===== src/hw/rtl/rtd_divider_temperature_lookup_macros.svh =====
// ----------------------------------------------------------------------------
// rtd assertion macros
// Shared concurrent assertion forms for the rtd temperature lookup block.
// They expect clk and arst_n in the scope of use.
// ----------------------------------------------------------------------------
`ifndef RTD_DIVIDER_TEMPERATURE_LOOKUP_MACROS_SVH
`define RTD_DIVIDER_TEMPERATURE_LOOKUP_MACROS_SVH

// same-cycle implication
`define RTD_ASSERT_IMP(label, ante, cons, msg) \
	label: assert property (@(posedge clk) disable iff (!arst_n) (ante) |-> (cons)) \
		else $error(msg);

// next-cycle implication
`define RTD_ASSERT_NXT(label, ante, cons, msg) \
	label: assert property (@(posedge clk) disable iff (!arst_n) (ante) |=> (cons)) \
		else $error(msg);

`endif


===== src/hw/rtl/rtd_pkg.sv =====
// ----------------------------------------------------------------------------
// rtd_pkg
// Types and constants shared by the rtd temperature lookup block.
// ----------------------------------------------------------------------------
package rtd_pkg;

	// calibration table
	localparam int TABLE_POINTS = 16;
	localparam int IDX_W        = $clog2(TABLE_POINTS);

	// shared divider geometry
	localparam int DIVIDEND_W  = 40;
	localparam int DIVISOR_W   = 24;
	localparam int LONG_STEPS  = DIVIDEND_W;
	localparam int SHORT_STEPS = 16;
	localparam int CNT_W       = $clog2(LONG_STEPS + 1);

	// configuration port
	localparam int APB_ADDR_W   = 3;
	localparam logic REG_VREF   = 1'b0;
	localparam logic REG_RSER   = 1'b1;
	localparam logic [15:0] VREF_RESET = 16'd33000;
	localparam logic [23:0] RSER_RESET = 24'd1000000;

	// item kinds
	localparam logic KIND_LOAD   = 1'b0;
	localparam logic KIND_SAMPLE = 1'b1;

	typedef enum logic [1:0] {
		RANGE_INTERP = 2'd0,
		RANGE_LOW    = 2'd1,
		RANGE_HIGH   = 2'd2,
		RANGE_NONE   = 2'd3
	} range_t;

	typedef struct packed {
		logic               kind;
		logic [3:0]         point_index;
		logic [23:0]        point_resistance;
		logic signed [15:0] point_temperature;
		logic [15:0]        sample_voltage;
	} req_t;

	typedef struct packed {
		logic signed [15:0] temperature;
		logic [31:0]        resistance;
		range_t             range_status;
	} rsp_t;

	typedef struct packed {
		logic [23:0]        res;
		logic signed [15:0] temp;
	} tbl_entry_t;

	typedef struct packed {
		logic busy;
		logic done;
	} div_stat_t;

endpackage


===== src/hw/rtl/rtd_divider_temperature_lookup.sv =====
// ----------------------------------------------------------------------------
// rtd_divider_temperature_lookup
// Turns the voltage across a platinum sensor in a resistive divider into
// sensor resistance and temperature through a 16-point calibration table.
// A load transaction writes one table point. After a sample transaction is
// accepted, ready stays low until its result enters the result register,
// including any wait for that register. One shared bit-serial divider runs
// 40 steps for the resistance and 16 steps for the interpolation; each
// division has a multiply state and a start state before it and a completion
// state after it, and the scan reads one segment per cycle through the table's
// single read port. A sample at or above the reference voltage skips the first
// division and gives zero resistance. The result waits in an output register,
// so the block returns to ready while a finished result is still pending;
// the next sample then holds in its last state until that register is free.
// ----------------------------------------------------------------------------
`include "rtd_divider_temperature_lookup_macros.svh"

module rtd_divider_temperature_lookup (
	input  logic                              clk,
	input  logic                              arst_n,
	// item channel
	input  logic                              req_valid,
	output logic                              req_ready,
	input  rtd_pkg::req_t                     req_data,
	// result channel
	output logic                              rsp_valid,
	input  logic                              rsp_ready,
	output rtd_pkg::rsp_t                     rsp_data,
	// configuration port
	input  logic                              psel,
	input  logic                              penable,
	input  logic                              pwrite,
	input  logic [rtd_pkg::APB_ADDR_W-1:0]    paddr,
	input  logic [31:0]                       pwdata,
	output logic [31:0]                       prdata,
	output logic                              pready
);

	typedef enum logic [3:0] {
		S_IDLE,
		S_MUL,
		S_DIV_GO,
		S_DIV_WAIT,
		S_LO_RD,
		S_LO,
		S_HI_RD,
		S_HI,
		S_SCAN_RD,
		S_SCAN,
		S_SETUP,
		S_FIN
	} state_t;

	typedef enum logic {
		PH_RES,
		PH_INTERP
	} phase_t;

	localparam logic [rtd_pkg::IDX_W-1:0] IDX_LAST = rtd_pkg::IDX_W'(rtd_pkg::TABLE_POINTS - 1);
	localparam logic [rtd_pkg::IDX_W-1:0] IDX_ONE  = rtd_pkg::IDX_W'(1);

	state_t                          state_q;
	phase_t                          phase_q;
	logic [15:0]                     vref_q;
	logic [23:0]                     rser_q;
	logic [23:0]                     mul_a_q;
	logic [15:0]                     mul_b_q;
	logic [rtd_pkg::DIVIDEND_W-1:0]  prod_q;
	logic [rtd_pkg::DIVISOR_W-1:0]   den_q;
	logic                            neg_q;
	logic [31:0]                     r_q;
	logic signed [15:0]              temp_q;
	rtd_pkg::range_t                 status_q;
	logic [rtd_pkg::IDX_W-1:0]       idx_q;
	rtd_pkg::tbl_entry_t             prev_q;
	rtd_pkg::tbl_entry_t             seg_hi_q;
	logic                            rsp_valid_q;
	rtd_pkg::rsp_t                   rsp_q;

	logic                            req_fire;
	logic                            cfg_wr;
	logic                            tbl_we;
	logic [rtd_pkg::IDX_W-1:0]       rd_addr;
	rtd_pkg::tbl_entry_t             rd_data;
	rtd_pkg::tbl_entry_t             wr_entry;
	logic                            div_start;
	rtd_pkg::div_stat_t              div_stat;
	logic [rtd_pkg::DIVIDEND_W-1:0]  div_quo;
	logic                            v_ge;
	logic                            in_seg;
	logic [23:0]                     span;
	logic [23:0]                     r_off;
	logic [16:0]                     dt;
	logic [16:0]                     dt_abs;
	logic [31:0]                     res_sat;
	logic [16:0]                     q_ext;
	logic [16:0]                     q_off;
	logic [16:0]                     t_sum;

	assign req_fire = req_valid && req_ready;
	assign req_ready = (state_q == S_IDLE);
	assign rsp_valid = rsp_valid_q;
	assign rsp_data  = rsp_q;

	// configuration registers
	assign pready = 1'b1;
	assign cfg_wr = psel && penable && pwrite;

	always_ff @(posedge clk or negedge arst_n) begin
		if (!arst_n) begin
			vref_q <= rtd_pkg::VREF_RESET;
			rser_q <= rtd_pkg::RSER_RESET;
		end else if (cfg_wr) begin
			case (paddr[rtd_pkg::APB_ADDR_W-1])
				rtd_pkg::REG_VREF: vref_q <= pwdata[15:0];
				rtd_pkg::REG_RSER: rser_q <= pwdata[23:0];
				default: ;
			endcase
		end
	end

	always_comb begin
		case (paddr[rtd_pkg::APB_ADDR_W-1])
			rtd_pkg::REG_VREF: prdata = {16'd0, vref_q};
			rtd_pkg::REG_RSER: prdata = {8'd0, rser_q};
			default:           prdata = '0;
		endcase
	end

	// calibration table, written by load transactions
	assign tbl_we = req_fire && (req_data.kind == rtd_pkg::KIND_LOAD)
		&& (int'(req_data.point_index) < rtd_pkg::TABLE_POINTS);
	assign wr_entry.res  = req_data.point_resistance;
	assign wr_entry.temp = req_data.point_temperature;
	// during the scan the next entry is fetched ahead of its use
	assign rd_addr = (state_q == S_SCAN) ? idx_q + IDX_ONE : idx_q;

	rtd_tbl u_tbl (
		.clk   (clk),
		.we    (tbl_we),
		.waddr (rtd_pkg::IDX_W'(req_data.point_index)),
		.wdata (wr_entry),
		.raddr (rd_addr),
		.rdata (rd_data)
	);

	// shared divider
	assign div_start = (state_q == S_DIV_GO);

	rtd_div u_div (
		.clk      (clk),
		.arst_n   (arst_n),
		.start    (div_start),
		.short_op (phase_q == PH_INTERP),
		.dividend (prod_q),
		.divisor  (den_q),
		.stat     (div_stat),
		.quotient (div_quo)
	);

	// compares and operand preparation
	always_comb begin
		v_ge    = req_data.sample_voltage >= vref_q;
		in_seg  = (r_q >= {8'd0, prev_q.res}) && (r_q <= {8'd0, rd_data.res});
		span    = seg_hi_q.res - prev_q.res;
		r_off   = r_q[23:0] - prev_q.res;
		dt      = {seg_hi_q.temp[15], seg_hi_q.temp} - {prev_q.temp[15], prev_q.temp};
		dt_abs  = dt[16] ? (~dt + 17'd1) : dt;
		res_sat = (|div_quo[rtd_pkg::DIVIDEND_W-1:32]) ? '1 : div_quo[31:0];
		q_ext   = {1'b0, div_quo[15:0]};
		q_off   = neg_q ? (~q_ext + 17'd1) : q_ext;
		t_sum   = {prev_q.temp[15], prev_q.temp} + q_off;
	end

	// sequencer and datapath registers
	always_ff @(posedge clk or negedge arst_n) begin
		if (!arst_n) begin
			state_q     <= S_IDLE;
			phase_q     <= PH_RES;
			mul_a_q     <= '0;
			mul_b_q     <= '0;
			prod_q      <= '0;
			den_q       <= '0;
			neg_q       <= 1'b0;
			r_q         <= '0;
			temp_q      <= '0;
			status_q    <= rtd_pkg::RANGE_INTERP;
			idx_q       <= '0;
			prev_q      <= '0;
			seg_hi_q    <= '0;
			rsp_valid_q <= 1'b0;
			rsp_q       <= '0;
		end else begin
			// result taken and nothing new to put in its place
			if (rsp_valid_q && rsp_ready && (state_q != S_FIN)) begin
				rsp_valid_q <= 1'b0;
			end
			case (state_q)
				S_IDLE: begin
					if (req_fire && (req_data.kind == rtd_pkg::KIND_SAMPLE)) begin
						if (v_ge) begin
							r_q     <= '0;
							idx_q   <= '0;
							state_q <= S_LO_RD;
						end else begin
							mul_a_q <= rser_q;
							mul_b_q <= req_data.sample_voltage;
							den_q   <= {8'd0, vref_q - req_data.sample_voltage};
							phase_q <= PH_RES;
							state_q <= S_MUL;
						end
					end
				end
				S_MUL: begin
					prod_q  <= rtd_pkg::DIVIDEND_W'(mul_a_q) * rtd_pkg::DIVIDEND_W'(mul_b_q);
					state_q <= S_DIV_GO;
				end
				S_DIV_GO: begin
					state_q <= S_DIV_WAIT;
				end
				S_DIV_WAIT: begin
					if (div_stat.done) begin
						if (phase_q == PH_RES) begin
							r_q     <= res_sat;
							idx_q   <= '0;
							state_q <= S_LO_RD;
						end else begin
							temp_q   <= t_sum[15:0];
							status_q <= rtd_pkg::RANGE_INTERP;
							state_q  <= S_FIN;
						end
					end
				end
				S_LO_RD: begin
					state_q <= S_LO;
				end
				// below the first point
				S_LO: begin
					prev_q <= rd_data;
					if (r_q < {8'd0, rd_data.res}) begin
						temp_q   <= rd_data.temp;
						status_q <= rtd_pkg::RANGE_LOW;
						state_q  <= S_FIN;
					end else begin
						idx_q   <= IDX_LAST;
						state_q <= S_HI_RD;
					end
				end
				S_HI_RD: begin
					state_q <= S_HI;
				end
				// above the last point
				S_HI: begin
					if (r_q > {8'd0, rd_data.res}) begin
						temp_q   <= rd_data.temp;
						status_q <= rtd_pkg::RANGE_HIGH;
						state_q  <= S_FIN;
					end else begin
						idx_q   <= IDX_ONE;
						state_q <= S_SCAN_RD;
					end
				end
				S_SCAN_RD: begin
					state_q <= S_SCAN;
				end
				// one segment per cycle, first match wins
				S_SCAN: begin
					if (in_seg) begin
						seg_hi_q <= rd_data;
						state_q  <= S_SETUP;
					end else if (idx_q == IDX_LAST) begin
						temp_q   <= '0;
						status_q <= rtd_pkg::RANGE_NONE;
						state_q  <= S_FIN;
					end else begin
						prev_q <= rd_data;
						idx_q  <= idx_q + IDX_ONE;
					end
				end
				// zero-width segment gives its start point
				S_SETUP: begin
					if (span == '0) begin
						temp_q   <= prev_q.temp;
						status_q <= rtd_pkg::RANGE_INTERP;
						state_q  <= S_FIN;
					end else begin
						mul_a_q <= r_off;
						mul_b_q <= dt_abs[15:0];
						den_q   <= span;
						neg_q   <= dt[16];
						phase_q <= PH_INTERP;
						state_q <= S_MUL;
					end
				end
				S_FIN: begin
					if (!rsp_valid_q || rsp_ready) begin
						rsp_q.temperature  <= temp_q;
						rsp_q.resistance   <= r_q;
						rsp_q.range_status <= status_q;
						rsp_valid_q        <= 1'b1;
						state_q            <= S_IDLE;
					end
				end
				default: begin
					state_q <= S_IDLE;
				end
			endcase
		end
	end

	// assertions
	`RTD_ASSERT_IMP(a_busy_not_ready, div_stat.busy, !req_ready, "item accepted while dividing")
	`RTD_ASSERT_NXT(a_start_busy, div_start, div_stat.busy, "divider did not start")
	`RTD_ASSERT_IMP(a_interp_fits, div_stat.done && (phase_q == PH_INTERP), div_quo[rtd_pkg::DIVIDEND_W-1:16] == '0, "interpolation quotient overflow")
	`RTD_ASSERT_IMP(a_none_zero, rsp_valid && (rsp_data.range_status == rtd_pkg::RANGE_NONE), rsp_data.temperature == '0, "no-segment result not zero")

endmodule


===== src/hw/rtl/rtd_tbl.sv =====
// ----------------------------------------------------------------------------
// rtd_tbl
// Calibration point memory: one write port, one registered read port.
// ----------------------------------------------------------------------------
module rtd_tbl (
	input  logic                     clk,
	input  logic                     we,
	input  logic [rtd_pkg::IDX_W-1:0] waddr,
	input  rtd_pkg::tbl_entry_t      wdata,
	input  logic [rtd_pkg::IDX_W-1:0] raddr,
	output rtd_pkg::tbl_entry_t      rdata
);

	rtd_pkg::tbl_entry_t mem_q [rtd_pkg::TABLE_POINTS];

	// write port
	always_ff @(posedge clk) begin
		if (we) begin
			mem_q[waddr] <= wdata;
		end
	end

	// registered read port
	always_ff @(posedge clk) begin
		rdata <= mem_q[raddr];
	end

endmodule


===== src/hw/rtl/rtd_div.sv =====
// ----------------------------------------------------------------------------
// rtd_div
// Restoring unsigned divider, one quotient bit per cycle. Long operations
// give the full 40-bit quotient; short operations assume a quotient below
// 2^16 and run 16 steps only.
// ----------------------------------------------------------------------------
module rtd_div (
	input  logic                            clk,
	input  logic                            arst_n,
	input  logic                            start,
	input  logic                            short_op,
	input  logic [rtd_pkg::DIVIDEND_W-1:0]  dividend,
	input  logic [rtd_pkg::DIVISOR_W-1:0]   divisor,
	output rtd_pkg::div_stat_t              stat,
	output logic [rtd_pkg::DIVIDEND_W-1:0]  quotient
);

	logic [rtd_pkg::DIVISOR_W-1:0]  rem_q;
	logic [rtd_pkg::DIVIDEND_W-1:0] quo_q;
	logic [rtd_pkg::DIVISOR_W-1:0]  den_q;
	logic [rtd_pkg::CNT_W-1:0]      cnt_q;
	logic                           busy_q;
	logic                           done_q;
	logic [rtd_pkg::DIVISOR_W:0]    part;
	logic [rtd_pkg::DIVISOR_W:0]    diff;
	logic                           ge;

	// trial subtraction of one step
	always_comb begin
		part = {rem_q, quo_q[rtd_pkg::DIVIDEND_W-1]};
		diff = part - {1'b0, den_q};
		ge   = part >= {1'b0, den_q};
	end

	// iteration control and datapath
	always_ff @(posedge clk or negedge arst_n) begin
		if (!arst_n) begin
			rem_q  <= '0;
			quo_q  <= '0;
			den_q  <= '0;
			cnt_q  <= '0;
			busy_q <= 1'b0;
			done_q <= 1'b0;
		end else begin
			done_q <= 1'b0;
			if (start) begin
				den_q  <= divisor;
				busy_q <= 1'b1;
				if (short_op) begin
					rem_q <= dividend[rtd_pkg::SHORT_STEPS +: rtd_pkg::DIVISOR_W];
					quo_q <= dividend << (rtd_pkg::DIVIDEND_W - rtd_pkg::SHORT_STEPS);
					cnt_q <= rtd_pkg::CNT_W'(rtd_pkg::SHORT_STEPS);
				end else begin
					rem_q <= '0;
					quo_q <= dividend;
					cnt_q <= rtd_pkg::CNT_W'(rtd_pkg::LONG_STEPS);
				end
			end else if (busy_q) begin
				rem_q <= ge ? diff[rtd_pkg::DIVISOR_W-1:0] : part[rtd_pkg::DIVISOR_W-1:0];
				quo_q <= {quo_q[rtd_pkg::DIVIDEND_W-2:0], ge};
				cnt_q <= cnt_q - rtd_pkg::CNT_W'(1);
				if (cnt_q == rtd_pkg::CNT_W'(1)) begin
					busy_q <= 1'b0;
					done_q <= 1'b1;
				end
			end
		end
	end

	assign stat.busy = busy_q;
	assign stat.done = done_q;
	assign quotient  = quo_q;

endmodule


===== config.mk =====
export PLATFORM = sky130hd
export DESIGN_NAME = rtd_divider_temperature_lookup
export DESIGN_NICKNAME = d
export VERILOG_FILES = /design/src/hw/rtl/rtd_pkg.sv /design/src/hw/rtl/rtd_divider_temperature_lookup.sv /design/src/hw/rtl/rtd_tbl.sv /design/src/hw/rtl/rtd_div.sv
export VERILOG_INCLUDE_DIRS = /design/src /design/src/hw/rtl
export SDC_FILE = /design/constraint.sdc
export NUM_CORES = 2
export LEC_CHECK = 0
export ABC_CLOCK_PERIOD_IN_PS = 9060
export BUFFER_PORTS_ARGS = -buffer_cell sky130_fd_sc_hd__buf_2
export CORE_UTILIZATION = 35
export DETAILED_ROUTE_END_ITERATION = 10
export GPL_TIMING_DRIVEN = 0
export HOLD_SLACK_MARGIN = 0.12
export PLACE_DENSITY_LB_ADDON = 0.2
export SETUP_SLACK_MARGIN = 0.4
export SLEW_MARGIN = 10
export SYNTH_ARGS = -nofsm -noshare
export SYNTH_HDL_FRONTEND = slang
export SYNTH_SLANG_ARGS = --single-unit

===== constraint.sdc =====
create_clock -name clk -period 9.06 [get_ports clk]
set_clock_uncertainty 0.15 [all_clocks]
set_input_delay 0.906 -clock clk [delete_from_list [all_inputs] [get_ports clk]]
set_output_delay 0.906 -clock clk [all_outputs]
set_load 0.05 [all_outputs]

* Word level (Yosys, flattened, before mapping)
Memories as Yosys holds them, arrays and structs flattened. A register that Yosys moved wholly into a read port is not among the register bits. Index checks and enable logic that the tools add are counted.
Word-level totals: register bits 431, latch bits 0, memory bits (writable) 640, ROM bits 0, input port bits 103, output and inout port bits 85, logic and storage cells 197, memories 1
Memory list:
- u_tbl.mem_q | depth 16, width 40, read ports 1, clocked after memory_dff 1, wr ports 1, line rtd_tbl.sv:14 | rtd_pkg::tbl_entry_t mem_q [rtd_pkg::TABLE_POINTS];
Operators by class: $add $sub $neg 10, multiply operators 1, div/mod/pow operators 0, $lt $le $gt $ge 6, equal/unequal tests 31, shifts and indexed selects 0, muxes and demuxes 86, bitwise logic cells 5, reduce and logical (&&, ||, !) cells 30
Operators by type and width (number):
- $mux 24 | 10
- $mux 40 | 5
- $mux 16 | 12
- $mux 32 | 5
- $pmux 32 s2 | 2
- $pmux 24 s2 | 2
- $pmux 16 s5 | 1
- $pmux 40 s2 | 1
- $sub 24x24->24 | 3
- $mux 4 | 17
- $pmux 4 s12 | 1
- $mul 24x16->40 | 1
- $add 16x1->16 const B | 2
- $ge 32x24->1 | 1
- $gt 32x24->1 | 1
- $le 32x24->1 | 1
- $lt 32x24->1 | 1
- $not 16->16 | 2
- $pmux 16 s2 | 1
- $ge 25x24->1 | 1
- $logic_not 24->1 | 1
- $ne 2x2->1 const B | 12
- $eq 4x4->1 const B | 5
- $pmux 4 s5 | 1
- 33 further kinds | 80

* Logic depth before layout (Yosys ltp)
depth in word-level cells 7, gate-level depth with buffers 27, depth with buffers taken out 25

* Hierarchy
A second synthesis with hierarchy kept.
Unflattened totals: cells, all modules 5108, area, all modules 63058.0 um^2
Modules (own cells, without submodules):
- rtd_divider_temperature_lookup | times used 1, cells each 3422, area each 32018.2 um^2, sequential area each 8398.1 um^2
- rtd_tbl | times used 1, cells each 1040, area each 25131.6 um^2, sequential area each 20019.2 um^2
- rtd_div | times used 1, cells each 646, area each 5908.2 um^2, sequential area each 2402.3 um^2

* Worst setup path after synthesis
OpenSTA, ideal clock, no wires.
path type register -> register, start reg mul_a_q[21], end reg prod_q[39] in the netlist's numbering, setup time 0.135 ns, arrival time 5.985 ns, required time 8.775 ns, setup slack 2.791 ns, cell stages (with the launch flop) 27, buffers on the path 2, period minus slack after synthesis 6.269 ns, cell sequence dfrtp_1 clkbuf_1 clkbuf_1 nand2_1 fa_1 inv_1 fa_1 inv_1 fa_1 inv_1 fa_1 fa_1 inv_1 fa_1 inv_1 ha_1 and4_1 and3_1 nand2_1 a31oi_1 o31ai_1 a21oi_1 a31oi_1 o21bai_1 a21oi_1 xnor2_1 o21ai_0
Between the ends: word-level cells in the longest chain between the ends 1
RTL lines:
- start: declaration | line rtd_divider_temperature_lookup.sv:66 | logic [23:0] mul_a_q;
- start signal: assignment | line rtd_divider_temperature_lookup.sv:206 | mul_a_q <= rser_q;
- start signal: assignment | line rtd_divider_temperature_lookup.sv:287 | mul_a_q <= r_off;
- $mul 24x16->40 | line rtd_divider_temperature_lookup.sv:215 | prod_q <= rtd_pkg::DIVIDEND_W'(mul_a_q) * rtd_pkg::DIVIDEND_W'(mul_b_q);
- end signal: assignment | line rtd_divider_temperature_lookup.sv:215
- end: declaration | line rtd_divider_temperature_lookup.sv:68 | logic [rtd_pkg::DIVIDEND_W-1:0] prod_q;
No other way between the ends. A chain may end at the register's enable or synchronous reset.

* Worst setup path after layout
start reg mul_b_q[7], end reg prod_q[39] in the netlist's numbering
Between the ends: word-level cells in the longest chain between the ends 1
RTL lines:
- start: declaration | line rtd_divider_temperature_lookup.sv:67 | logic [15:0] mul_b_q;
- start signal: assignment | line rtd_divider_temperature_lookup.sv:207 | mul_b_q <= req_data.sample_voltage;
- start signal: assignment | line rtd_divider_temperature_lookup.sv:288 | mul_b_q <= dt_abs[15:0];
- $mul 24x16->40 | line rtd_divider_temperature_lookup.sv:215
No other way between the ends.

==> summary.md <==
| Metric | Value |
|---|---|
| Status | completed |
| CTS H-Tree Depth | 3 |
| First DRT Iteration DRCs | 3190 |
| CTS buffer count | 120 |
| Final Max Slew Viols | 0 |
| Post-route ant nets | 0 |
| Die H | 425.6 um |
| Clk slew on worst S/H paths | 0.06 ns |
| NumNets Final | 6150 |
| Clk buf depth | 3 |
| FF+latch area | 30820 sq um |
| Synth top area share | 30.60% |
| Clk_lat worst skew | 0.78 ns |
| Crit path arrival time | 8.59 ns |
| Drt first pass iters | 8 |
| CP endpoint kind | flip-flop |
| Crit share post-route | 89.49% |
| Detailed placement HPWL | 152900 um |
| Gp weighted congestion | 0.9371 |
| CTS tree | built |
| Distinct cells, synth | 93 |
| Core area | 178400 sq um |
| Mean post-synth cell area | 12.25 sq um |
| Root Driver | clkbuf_16 |
| Hold Crit Class | input port to flip-flop |
| Largest area contributor in the netlist | edfxtp_1 |
| Number of synthesized register bits | 1111 |
| IO Count | 188 |
| Layout cells sized above 1 | 15.29% |
| GRT overflow | 0 |
| Filler Cells Inserted | 17037 |
| CP startpoint kind | flip-flop |
| EDFF count, synth | 640 |
| Die area | 181100 sq um |
| Worst Hold Margin | 0.2554 ns |
| Worst Path Required | 9.54 ns |
| RSZ-0062 raised after global routing | false |
| Area Overhead vs Synth | 14.07% |
| Number of global-route vias before repair | 42876 |
| Die X | 425.6 um |
| Via count | 41752 |
| Most common flop cell mapped by yosys | edfxtp_1 |
| CP max FO | 10 |
| Max-slew headroom | 14.78% |
| Postcts setup bufs | 0 |
| Multi-input logic area | 29170 sq um |
| Clock period minus worst slack | 8.108 ns |
| Worst-margin pin slew | 1.278 ns |
| Post-synthesis cell area | 62800 sq um |
| Post-cts resize count | 0 |
| DRT Wirelength | 200100 um |
| Routed vias/inst | 5.261 |
| Starting Density | 35.20% |
| DRC violation count after routing | 0 |
| FP Rows | 155 |
| Max Cap Viol | 0 |
| CTS Sinks | 1111 |
| CP Class | flip-flop to flip-flop |
| First-pass GRT wire length | 292500 um |
| Max Freq | 0.1233 GHz |
| Port Buf Inserts | 167 |
| Synth warn | 0 |
| Drt wl/cell | 25.22 um |
| Largest net degree at the start of global routing | 103 |
| FFs w/ async S/R, synth | 38.79% |
| Top post-synthesis cells by area | edfxtp_1 31%, dfrtp_1 17%, fa_1 9.9%, mux4_2 7.2%, ha_1 5.2% |
| Sequential share of the synthesized area | 49.08% |
| Endpoints failing hold | 0 |
| GRT Util Overall | 22.11% |
| Endpoints failing setup | 0 |
| Initial antenna violation count | 20 |
| Cell count after synthesis | 5125 |
==> cell families (layout without fill, tap and decap cells) <==
logic type / count (synthesis) / in the layout / share of synthesized area (%)
simple gates: 1225 / 1225 / 9.317
flops: 1111 / 1111 / 49.08
compound gates: 891 / 891 / 8.558
buf+inv: 746 / 1188 / 4.682
fa+ha+maj: 572 / 572 / 15.13
mux: 429 / 429 / 11.15
xor+xnor: 149 / 149 / 2.078
other cells: 2 / 16 / 0.01196
==> metal layers <==
| metal | share of wire, % | vias to the layer above | track usage [%] |
|---|---|---|---|
| met5 | 0.061 | - | 0 |
| met4 | 4.6 | 22 | 9.185 |
| met3 | 4.3 | 318 | 2.705 |
| met2 | 51 | 1089 | 39.27 |
| met1 | 40 | 21520 | 26.98 |
| li1 | - | 18803 | - |
==> worst paths after layout <==
path	from	to	slack, ns	cells after the start
setup / recovery	mul_b_q[7]	prod_q[39]	0.95	25
hold / removal	pwdata[19]	rser_q[19]	0.26	2
setup reg to reg	mul_b_q[7]	prod_q[39]	0.95	25
hold reg to reg	u_tbl.rdata[17]	prev_q[17]	0.30	2
max in group asynchronous	arst_n	vref_q[7]	6.78	4
min in group asynchronous	arst_n	rsp_data[39]	0.51	2
==> layout by cell type, fill, tap and decap left out, types with 18 or more instances in the layout <==
cell type,n
o211ai_1,26
clkbuf_16,122
a21o_1,55
o21ai_0,389
buf_4,27
a211oi_1,37
nor2_1,157
a31oi_1,34
buf_2,176
mux2_2,157
nand4_1,27
edfxtp_1,640
nor2b_1,40
and2_1,175
dfrtp_1,419
clkinv_2,19
nand2_1,563
mux2i_1,69
o31ai_1,18
a21oi_1,183
o21a_1,29
xnor2_1,83
mux4_2,200
nand2b_1,40
inv_1,489
nor3_1,39
xor2_1,66
nand3_1,47
fa_1,312
nand3b_1,31
ha_1,260
dfxtp_1,40
clkbuf_1,239
==> cell type report <==
type | instances | share of cell area [%]
clock buffers | 155 | 4.575
well taps | 2355 | 4.114
clock inverters | 66 | 1.010
plain buffers | 256 | 1.539
diodes | 7 | 0.02445
repair buffers | 221 | 2.418
multi-input cells | 3275 | 40.73
flip-flops and latches | 1111 | 43.03
inverters | 490 | 2.568
==> metrics by stage <==
| step | setup WS, ns | TNS [ns] | cells | cell area (sq um) | util, % |
|---|---|---|---|---|---|
| floorplan | 2.791 | 0 | 5132 | 62820 | - |
| global placement | -2.344 | -1037.95 | 7654 | 66610 | 37.33 |
| detailed placement | 0.9603 | 0 | 7707 | 67600 | 37.89 |
| CTS | 0.9576 | 0 | 7929 | 71610 | 40.14 |
| global route | 0.4962 | 0 | 7930 | 71610 | 40.14 |
| finish | 0.9522 | 0 | 7936 | 71630 | 40.15 |
==> repair_timing <==
item / in CTS / in global routing
setup endpoints to repair: 0 / 0
hold buffers: 1 / 0
endpoints found under the hold margin: 42 / 0
==> state kept, by name (all words and copies together), names as in the netlist, 6 cells and up <==
register        flops
prev_q             40
r_q                32
u_tbl.rdata        40
temp_q             16
u_div.cnt_q         6
u_div.quotient     40
rsp_data           50
rser_q             24
seg_hi_q           40
u_div.den_q        24
u_tbl.mem_q       640
den_q              24
prod_q             40
mul_a_q            24
vref_q             16
u_div.rem_q        24
mul_b_q            16
==> critical path, cell delays in order (launching register included) <==
cell	delay, ns
dfrtp_1	0.32
clkbuf_1	0.50
clkbuf_1	0.69
nand2_1	0.17
fa_1	0.58
inv_1	0.05
fa_1	0.49
fa_1	0.59
fa_1	0.44
fa_1	0.49
inv_1	0.05
fa_1	0.48
inv_1	0.04
ha_1	0.25
clkbuf_1	0.51
nand2_1	0.16
nor3_1	0.25
nand3_1	0.23
a31oi_1	0.39
o31ai_1	0.16
a21oi_1	0.25
a31oi_1	0.18
o21bai_1	0.15
a21oi_1	0.09
xnor2_1	0.20
o21ai_0	0.10
==> cell usage after synthesis, drive strengths merged, types with 38 or more instances <==
master	count
nor2	169
fa	312
clkbuf	224
and2	175
xnor2	83
ha	260
mux4	200
nand2	563
dfrtp	419
nor2b	40
edfxtp	640
xor2	66
o21ai	391
mux2i	69
a21oi	184
mux2	160
nand2b	40
nor3	43
inv	489
a211oi	38
a21o	55
dfxtp	40
nand3	47
Power is left out: the tool's default activity adds up to more than one toggle a clock period on the data nets, which glitch-free logic cannot reach.
